[src/sv/cds_pkg.sv]
// cds_pkg: shared types, constants and calendar functions of the date stepper
`default_nettype none

package cds_pkg;

  localparam int YEAR_BITS = 16;
  localparam int IN_YEAR_BITS = 16;
  // year arithmetic width: room for a sum of two years plus the zero skip
  localparam int AW = ((YEAR_BITS > IN_YEAR_BITS) ? YEAR_BITS : IN_YEAR_BITS) + 2;
  localparam longint YMAX = (longint'(1) << (YEAR_BITS - 1)) - longint'(1);
  localparam logic signed [YEAR_BITS-1:0] START_YEAR = YEAR_BITS'(2001);

  localparam logic [3:0] MONTH_JAN = 4'd1;
  localparam logic [3:0] MONTH_FEB = 4'd2;
  localparam logic [3:0] MONTH_MAR = 4'd3;
  localparam logic [3:0] MONTH_DEC = 4'd12;
  localparam logic [4:0] DAY_FIRST = 5'd1;
  localparam logic [4:0] DAY_FEB_COMMON = 5'd28;
  localparam logic [4:0] DAY_FEB_LEAP = 5'd29;
  localparam logic [4:0] DAY_DEC_LAST = 5'd31;

  // multiplicative inverse of 25 modulo 2^32 and the divisibility limit
  localparam logic [31:0] INV25 = 32'hC28F5C29;
  localparam logic [31:0] DIV25_LIMIT = 32'h0A3D70A3;

  localparam logic [4:0] MONTH_LEN [1:12] = '{
    5'd31, 5'd28, 5'd31, 5'd30, 5'd31, 5'd30,
    5'd31, 5'd31, 5'd30, 5'd31, 5'd30, 5'd31
  };

  typedef enum logic [2:0] {
    OP_LOAD       = 3'd0,
    OP_NEXT_DAY   = 3'd1,
    OP_PREV_DAY   = 3'd2,
    OP_NEXT_MONTH = 3'd3,
    OP_PREV_MONTH = 3'd4,
    OP_NEXT_YEAR  = 3'd5,
    OP_PREV_YEAR  = 3'd6,
    OP_ADD_YEARS  = 3'd7
  } op_t;

  typedef enum logic [1:0] {
    ST_OK       = 2'd0,
    ST_BAD_LOAD = 2'd1,
    ST_YEAR_OVF = 2'd2
  } status_t;

  typedef struct packed {
    op_t                            opcode;
    logic signed [IN_YEAR_BITS-1:0] load_year;
    logic [3:0]                     load_month;
    logic [4:0]                     load_day;
    logic signed [IN_YEAR_BITS-1:0] years_delta;
  } cmd_t;

  typedef struct packed {
    logic signed [YEAR_BITS-1:0] year;
    logic [3:0]                  month;
    logic [4:0]                  day;
    logic                        leap;
    status_t                     status;
  } res_t;

  // years before 1 are shifted up by one before the usual rule
  function automatic logic leap_of(input logic signed [YEAR_BITS-1:0] y);
    logic signed [YEAR_BITS-1:0] t;
    logic [31:0] a;
    logic [31:0] prod;
    logic by4;
    logic by16;
    logic by25;
    t = y[YEAR_BITS-1] ? (y + {{(YEAR_BITS-1){1'b0}}, 1'b1}) : y;
    a = 32'(t[YEAR_BITS-1] ? -t : t);
    prod = a * INV25;
    by4 = (t[1:0] == 2'b00);
    by16 = (t[3:0] == 4'b0000);
    by25 = (prod <= DIV25_LIMIT);
    return by4 && (!by25 || by16);
  endfunction

  function automatic logic [4:0] days_in(input logic [3:0] m, input logic leap);
    logic [4:0] len;
    len = 5'd0;
    if (m == MONTH_FEB) begin
      len = leap ? DAY_FEB_LEAP : DAY_FEB_COMMON;
    end else if (m >= MONTH_JAN && m <= MONTH_DEC) begin
      len = MONTH_LEN[m];
    end
    return len;
  endfunction

endpackage

`default_nettype wire

[src/sv/cds_if.sv]
// cds_if: command and result channel interfaces of the date stepper
`default_nettype none

interface cds_cmd_if import cds_pkg::*; ();
  logic                           valid;
  logic                           ready;
  logic [2:0]                     opcode;
  logic signed [IN_YEAR_BITS-1:0] load_year;
  logic [3:0]                     load_month;
  logic [4:0]                     load_day;
  logic signed [IN_YEAR_BITS-1:0] years_delta;

  modport source (
    output valid, opcode, load_year, load_month, load_day, years_delta,
    input  ready
  );
  modport sink (
    input  valid, opcode, load_year, load_month, load_day, years_delta,
    output ready
  );
endinterface

interface cds_res_if import cds_pkg::*; ();
  logic                        valid;
  logic                        ready;
  logic signed [YEAR_BITS-1:0] cur_year;
  logic [3:0]                  cur_month;
  logic [4:0]                  cur_day;
  logic                        is_leap;
  logic [1:0]                  status;

  modport source (
    output valid, cur_year, cur_month, cur_day, is_leap, status,
    input  ready
  );
  modport sink (
    input  valid, cur_year, cur_month, cur_day, is_leap, status,
    output ready
  );
endinterface

`default_nettype wire

[src/sv/calendar_date_stepper.sv]
// a command passes through the input register and then the result register before its result is offered on res
// one command per cycle while res.ready is high; the date update is a single combinational pass
// while a result waits, one more command fills the input register, then cmd.ready drops
// rst (synchronous, active high) sets the date to 1 January 2001 and empties both stages
// the date registers change only on a command with status ok
`default_nettype none

module calendar_date_stepper import cds_pkg::*; (
  input  logic      clk,
  input  logic      rst,
  cds_cmd_if.sink   cmd,
  cds_res_if.source res
);

  cmd_t item;
  logic item_valid;
  logic advance;
  res_t result;

  cds_in_stage u_in (
    .clk        (clk),
    .rst        (rst),
    .cmd        (cmd),
    .advance    (advance),
    .item       (item),
    .item_valid (item_valid)
  );

  cds_core u_core (
    .clk    (clk),
    .rst    (rst),
    .item   (item),
    .fire   (advance),
    .result (result)
  );

  cds_out_stage u_out (
    .clk        (clk),
    .rst        (rst),
    .result     (result),
    .item_valid (item_valid),
    .advance    (advance),
    .res        (res)
  );

endmodule

`default_nettype wire

[src/sv/cds_in_stage.sv]
// cds_in_stage: input register that captures one command transaction
`default_nettype none

module cds_in_stage import cds_pkg::*; (
  input  logic       clk,
  input  logic       rst,
  cds_cmd_if.sink    cmd,
  input  logic       advance,
  output cmd_t       item,
  output logic       item_valid
);

  assign cmd.ready = !item_valid || advance;

  always_ff @(posedge clk) begin
    if (rst) begin
      item_valid <= 1'b0;
    end else if (cmd.ready) begin
      item_valid <= cmd.valid;
    end
  end

  always_ff @(posedge clk) begin
    if (cmd.valid && cmd.ready) begin
      item.opcode      <= op_t'(cmd.opcode);
      item.load_year   <= cmd.load_year;
      item.load_month  <= cmd.load_month;
      item.load_day    <= cmd.load_day;
      item.years_delta <= cmd.years_delta;
    end
  end

endmodule

`default_nettype wire

[src/sv/cds_core.sv]
// cds_core: date state registers and the single-pass update logic
`default_nettype none

module cds_core import cds_pkg::*; (
  input  logic clk,
  input  logic rst,
  input  cmd_t item,
  input  logic fire,
  output res_t result
);

  localparam logic signed [AW-1:0] YMAX_W = AW'(YMAX);

  logic signed [YEAR_BITS-1:0] year_reg;
  logic [3:0]                  month_reg;
  logic [4:0]                  day_reg;
  logic                        leap_reg;

  always_comb begin
    logic signed [AW-1:0] y_w;
    logic signed [AW-1:0] addend;
    logic signed [AW-1:0] sum;
    logic signed [AW-1:0] cand;
    logic                 in_range;
    logic                 leap_new;
    logic [4:0]           len_cur;
    logic [3:0]           m_inc;
    logic [3:0]           m_dec;
    logic [4:0]           len_inc;
    logic [4:0]           len_dec;
    logic [4:0]           len_load;
    logic                 feb29;
    logic [3:0]           m_n;
    logic [4:0]           d_n;
    status_t              st;
    logic                 commit;

    y_w = AW'(year_reg);
    len_cur = days_in(month_reg, leap_reg);
    m_inc = (month_reg == MONTH_DEC) ? MONTH_JAN : month_reg + 4'd1;
    m_dec = (month_reg == MONTH_JAN) ? MONTH_DEC : month_reg - 4'd1;
    len_inc = days_in(m_inc, leap_reg);
    len_dec = days_in(m_dec, leap_reg);
    feb29 = (month_reg == MONTH_FEB) && (day_reg == DAY_FEB_LEAP);

    // year change that this command asks for
    addend = '0;
    case (item.opcode)
      OP_NEXT_DAY: begin
        if (day_reg >= len_cur && month_reg == MONTH_DEC) addend = AW'(1);
      end
      OP_PREV_DAY: begin
        if (day_reg == DAY_FIRST && month_reg == MONTH_JAN) addend = -AW'(1);
      end
      OP_NEXT_MONTH: begin
        if (month_reg == MONTH_DEC) addend = AW'(1);
      end
      OP_PREV_MONTH: begin
        if (month_reg == MONTH_JAN) addend = -AW'(1);
      end
      OP_NEXT_YEAR:  addend = AW'(1);
      OP_PREV_YEAR:  addend = -AW'(1);
      OP_ADD_YEARS:  addend = AW'(item.years_delta);
      default:       addend = '0;
    endcase

    // there is no year zero: crossing it costs one more step
    sum = y_w + addend;
    if (y_w < 0 && sum >= 0) begin
      sum = sum + AW'(1);
    end else if (y_w > 0 && sum <= 0) begin
      sum = sum - AW'(1);
    end
    cand = (item.opcode == OP_LOAD) ? AW'(item.load_year) : sum;
    in_range = (cand <= YMAX_W) && (cand >= -YMAX_W) && (cand != '0);
    leap_new = leap_of(cand[YEAR_BITS-1:0]);
    len_load = days_in(item.load_month, leap_new);

    m_n = month_reg;
    d_n = day_reg;
    st = ST_OK;
    case (item.opcode)
      OP_LOAD: begin
        m_n = item.load_month;
        d_n = item.load_day;
        if (!in_range || len_load == 5'd0 || item.load_day == 5'd0 ||
            item.load_day > len_load) begin
          st = ST_BAD_LOAD;
        end
      end
      OP_NEXT_DAY: begin
        if (day_reg < len_cur) begin
          d_n = day_reg + 5'd1;
        end else begin
          d_n = DAY_FIRST;
          m_n = m_inc;
        end
      end
      OP_PREV_DAY: begin
        if (day_reg > DAY_FIRST) begin
          d_n = day_reg - 5'd1;
        end else begin
          m_n = m_dec;
          d_n = (month_reg == MONTH_JAN) ? DAY_DEC_LAST : len_dec;
        end
      end
      OP_NEXT_MONTH: begin
        m_n = m_inc;
        d_n = (day_reg > len_inc) ? len_inc : day_reg;
      end
      OP_PREV_MONTH: begin
        m_n = m_dec;
        d_n = (day_reg > len_dec) ? len_dec : day_reg;
      end
      OP_NEXT_YEAR: begin
        if (feb29) begin
          m_n = MONTH_MAR;
          d_n = DAY_FIRST;
        end
      end
      OP_PREV_YEAR: begin
        if (feb29) d_n = DAY_FEB_COMMON;
      end
      OP_ADD_YEARS: begin
        if (feb29 && !leap_new) begin
          m_n = MONTH_MAR;
          d_n = DAY_FIRST;
        end
      end
      default: begin
        m_n = month_reg;
        d_n = day_reg;
      end
    endcase
    if (item.opcode != OP_LOAD && !in_range) st = ST_YEAR_OVF;

    commit = (st == ST_OK);
    result.year   = commit ? cand[YEAR_BITS-1:0] : year_reg;
    result.month  = commit ? m_n : month_reg;
    result.day    = commit ? d_n : day_reg;
    result.leap   = commit ? leap_new : leap_reg;
    result.status = st;
  end

  always_ff @(posedge clk) begin
    if (rst) begin
      year_reg  <= START_YEAR;
      month_reg <= MONTH_JAN;
      day_reg   <= DAY_FIRST;
      leap_reg  <= leap_of(START_YEAR);
    end else if (fire) begin
      year_reg  <= result.year;
      month_reg <= result.month;
      day_reg   <= result.day;
      leap_reg  <= result.leap;
    end
  end

endmodule

`default_nettype wire

[src/sv/cds_out_stage.sv]
// cds_out_stage: result register feeding the result channel
`default_nettype none

module cds_out_stage import cds_pkg::*; (
  input  logic      clk,
  input  logic      rst,
  input  res_t      result,
  input  logic      item_valid,
  output logic      advance,
  cds_res_if.source res
);

  res_t out_q;

  // the pending command moves on when the result register is free or draining
  assign advance = item_valid && (!res.valid || res.ready);

  always_ff @(posedge clk) begin
    if (rst) begin
      res.valid <= 1'b0;
    end else if (advance) begin
      res.valid <= 1'b1;
    end else if (res.ready) begin
      res.valid <= 1'b0;
    end
  end

  always_ff @(posedge clk) begin
    if (advance) begin
      out_q <= result;
    end
  end

  assign res.cur_year  = out_q.year;
  assign res.cur_month = out_q.month;
  assign res.cur_day   = out_q.day;
  assign res.is_leap   = out_q.leap;
  assign res.status    = out_q.status;

endmodule

`default_nettype wire
[src/flat_wrapper.sv]
// flat-port wrapper written by rule: the top's interface ports become plain ports
module calendar_date_stepper_flat import cds_pkg::*;
  (clk, rst, cmd_valid, cmd_opcode, cmd_load_year, cmd_load_month, cmd_load_day, cmd_years_delta, cmd_ready, res_valid, res_cur_year, res_cur_month, res_cur_day, res_is_leap, res_status, res_ready);
  cds_cmd_if cmd_i ();
  cds_res_if res_i ();
  input  logic clk;
  input  logic rst;
  input wire logic [$bits(cmd_i.valid)-1:0] cmd_valid;
  input wire logic [$bits(cmd_i.opcode)-1:0] cmd_opcode;
  input wire logic [$bits(cmd_i.load_year)-1:0] cmd_load_year;
  input wire logic [$bits(cmd_i.load_month)-1:0] cmd_load_month;
  input wire logic [$bits(cmd_i.load_day)-1:0] cmd_load_day;
  input wire logic [$bits(cmd_i.years_delta)-1:0] cmd_years_delta;
  output wire logic [$bits(cmd_i.ready)-1:0] cmd_ready;
  output wire logic [$bits(res_i.valid)-1:0] res_valid;
  output wire logic [$bits(res_i.cur_year)-1:0] res_cur_year;
  output wire logic [$bits(res_i.cur_month)-1:0] res_cur_month;
  output wire logic [$bits(res_i.cur_day)-1:0] res_cur_day;
  output wire logic [$bits(res_i.is_leap)-1:0] res_is_leap;
  output wire logic [$bits(res_i.status)-1:0] res_status;
  input wire logic [$bits(res_i.ready)-1:0] res_ready;
  assign cmd_i.valid = cmd_valid;
  assign cmd_i.opcode = cmd_opcode;
  assign cmd_i.load_year = cmd_load_year;
  assign cmd_i.load_month = cmd_load_month;
  assign cmd_i.load_day = cmd_load_day;
  assign cmd_i.years_delta = cmd_years_delta;
  assign cmd_ready = cmd_i.ready;
  assign res_valid = res_i.valid;
  assign res_cur_year = res_i.cur_year;
  assign res_cur_month = res_i.cur_month;
  assign res_cur_day = res_i.cur_day;
  assign res_is_leap = res_i.is_leap;
  assign res_status = res_i.status;
  assign res_i.ready = res_ready;
  calendar_date_stepper u_core (.clk(clk), .rst(rst), .cmd(cmd_i), .res(res_i));
endmodule
[config.mk]
export PLATFORM = sky130hd
export DESIGN_NAME = calendar_date_stepper_flat
export DESIGN_NICKNAME = d
export VERILOG_FILES = /design/src/sv/cds_pkg.sv /design/src/sv/cds_if.sv /design/src/sv/calendar_date_stepper.sv /design/src/sv/cds_in_stage.sv /design/src/sv/cds_core.sv /design/src/sv/cds_out_stage.sv /design/src/flat_wrapper.sv
export SDC_FILE = /design/constraint.sdc
export NUM_CORES = 1
export LEC_CHECK = 0
export ABC_AREA = 0
export BUFFER_PORTS_ARGS = -buffer_cell sky130_fd_sc_hd__clkbuf_2
export CORE_MARGIN = 2
export CORE_UTILIZATION = 40
export DETAILED_ROUTE_END_ITERATION = 12
export GPL_ROUTABILITY_DRIVEN = 0
export GPL_TIMING_DRIVEN = 0
export HOLD_SLACK_MARGIN = 0.15
export SYNTH_ARGS = -nofsm -noshare
export SYNTH_HDL_FRONTEND = slang
export SYNTH_HIERARCHICAL = 1
export SYNTH_SLANG_ARGS = --single-unit
[constraint.sdc]
create_clock -name clk -period 41.3 [get_ports clk]
set_input_delay 8.26 -clock clk [delete_from_list [all_inputs] [get_ports clk]]
set_output_delay 8.26 -clock clk [all_outputs]
set_load 0.02 [all_outputs]
==> results.json <==
{
  "cp_common_cell": "inv_1",
  "synth_commonest_cells": "inv_1, ha_1, fa_1, nand2_1, nor2_1",
  "clock-root-buffer": "clkbuf_16",
  "dp_slack_ps": 20220,
  "boundaryPins": 78,
  "synth_sequential_area_ratio": 0.162,
  "synth.ff_latch_count": 100,
  "post_synth_instance_area_um2": 16800,
  "finalSetupTns_ps": 0,
  "avg_wl_per_cell_um": 17.4,
  "htree_levels": 3,
  "synth-compound-area-share": 0.175,
  "layout_worst_path_cycle_share": 0.518,
  "cts.clk_slew.worst_paths_ps": 70,
  "synth.avg_cell_area_um2": 8.77,
  "finalCoreUtilization": 0.443,
  "finalNetCount": 2508,
  "ant_nets": 0,
  "finalCriticalPeriod_ps": 21380,
  "grtUsageTotal": 0.209,
  "synthAdderAreaFrac": 0.365,
  "chipWidth_um": 209,
  "synth_top_flop_cell": "edfxtp_1",
  "status": "completed",
  "row_count": 75,
  "timing.final.hold_violations": 0,
  "largest_net_degree_at_the_start_of_global_routing": 45,
  "yosys.area_share.xor_xnor": 0.0504,
  "largest_register_ff_count": 44,
  "numCtsBuffers": 9,
  "worst_setup_path_end_kind": "flip-flop",
  "floorplan.die.height_um": 209,
  "slew_headroom": 0.0657,
  "synth_area_leader_cell": "ha_1",
  "drive_gt1_frac": 0.0826,
  "tightest_slew_ps": 1390,
  "fp.dieArea_um2": 43600,
  "wirelength_um": 45200,
  "number_of_enable_flip_flop_cells_after_synthesis": 72,
  "finClkSkew_ps": 12.8,
  "cts.sinks": 100,
  "cell_count_after_synthesis": 1912,
  "ys_warn_count": 6,
  "grt_antenna_before_repair": 0,
  "worst_skew_pair.late_latency_ps": 370,
  "synthSimpleGateAreaFrac": 0.144,
  "rsz_0062_raised_after_global_routing": "false",
  "worstPathMaxFanout": 10,
  "hp-class": "reg2reg",
  "cts-resized-gates": 0,
  "post-synth-top-area-fraction": 0.199,
  "dr.pass1.iters": 8,
  "place.port_buffers": 77,
  "synth_async_sr_flop_share": 0,
  "n_diodes": 0,
  "number_of_global_route_vias_before_repair": 14000,
  "cpPeakStageDelay_ps": 1090,
  "core_um2": 41700,
  "synth_top_family_by_area": "adder cells",
  "initial_util": 0.403,
  "yosys.cell_types.count": 101,
  "post_cts.repair.setup_buffers": 0,
  "max_cap_viol_count": 0,
  "grt_pass1_wl_um": 73000,
  "finalSetupViolCount": 0,
  "route.vias.total": 14100,
  "post-route-worst-setup-slack_ps": 19920,
  "worst_ep_arrival_time_ps": 21610,
  "cts_tree": "yes",
  "synthToLayoutAreaGrowth_pct": 10.1,
  "netlist_top_cells_area": "ha_1, fa_1, edfxtp_1, inv_1, xnor2_1",
  "hold_buffers": 0,
  "cts_max_path_buffers": 2,
  "element_type_at_the_critical_path_start": "flip-flop",
  "drc": 0,
  "cp_data_required_time_ps": 41530,
  "synthMostInstantiatedCell": "inv_1",
  "number_of_drc_violations_after_detailed_routing_iteration_0": 1194,
  "global_route.overflow_total": 0,
  "place.detailed.hpwl_um": 37600,
  "cpMaxStageDelayCell": "xnor2_1",
  "yosys-mux-area-fraction": 0.0123,
  "max_freq_mhz": 46.8,
  "timing.final.max_slew_violations": 0,
  "path_class": "reg2reg",
  "detail_route.vias_per_cell": 5.43
}
layout by cell type (no fill, tap or decap), drive strengths merged, types with 13 or more instances in the layout:
cell type and count:
nor2 123, xor2 21, a21oi 97, a21o 34, o21a 16, ha 267, and2 16, nand2b 21
o21bai 13, nor3 41, nor4 17, nand4 19, mux2i 15, edfxtp 72, nand3 33, nor2b 18
fa 139, clkbuf 141, o21ai 92, buf 20, xnor2 70, dfxtp 28, or3 20, o211ai 17
conb 50, a211oi 14, nand2 123, inv 324, a31oi 16, and3 20
final timing paths:
check	start	to	slack, ps	cells past startpoint
worst min-delay path	u_core/u_out/res.valid$_SDFFE_PP0P_	u_core/u_out/res.valid$_SDFFE_PP0P_	500	2
worst max register to register	u_core/u_core/month_reg[1]$_SDFFE_PP0P_	u_core/u_core/month_reg[2]$_SDFFE_PP0P_	19920	80
worst min register to register	u_core/u_out/res.valid$_SDFFE_PP0P_	u_core/u_out/res.valid$_SDFFE_PP0P_	500	2
worst max-delay path	u_core/u_core/month_reg[1]$_SDFFE_PP0P_	u_core/u_core/month_reg[2]$_SDFFE_PP0P_	19920	80
stage by stage:
stage,cells,hold WS (ps),cell area [um^2]
6_report,2598,499,18500
5_1_grt,2598,520,18500
4_1_cts,2597,503,18400
3_5_place_dp,2581,491,18100
3_3_place_gp,2576,484,18000
2_1_floorplan,1960,474,17000
cell families (layout without fill, tap and decap cells):
logic type	after synthesis	after routing
flip-flops	100	100
XOR/XNOR	92	92
multiplexers	20	20
adder cells (fa/ha/maj)	406	406
other	2	50
buffers and inverters	391	490
AND/OR/NAND/NOR	483	483
AO/OA/AOI/OAI	418	418
critical path: cells and delay by family, from the launching register on:
family,cells,cell delay (ps)
xor+xnor,2,1480
flops,1,520
buf+inv,13,2080
fa+ha+maj,15,5330
simple gates,15,2760
compound gates,35,9060
layer usage:
metal / vias to the layer above / global-route usage / routed length (um)
met5: - / 0 / 0
met4: 0 / 0.0672 / 1270
met3: 74 / 0.0185 / 2450
met2: 437 / 0.359 / 21500
met1: 6752 / 0.279 / 20100
li1: 6852 / - / -
area by class of cell:
cell class / count / area [um^2]
Buffer: 68 / 300
Clock buffer: 10 / 229
Clock inverter: 6 / 93.8
Fill cell: 4176 / 23200
Inverter: 323 / 1210
Multi-Input combinational cell: 1469 / 12800
Sequential cell: 100 / 2720
Tap cell: 539 / 674
Timing Repair Buffer: 83 / 457
Power is left out: the tool's default activity adds up to more than one toggle a clock period on the data nets, which glitch-free logic cannot reach.
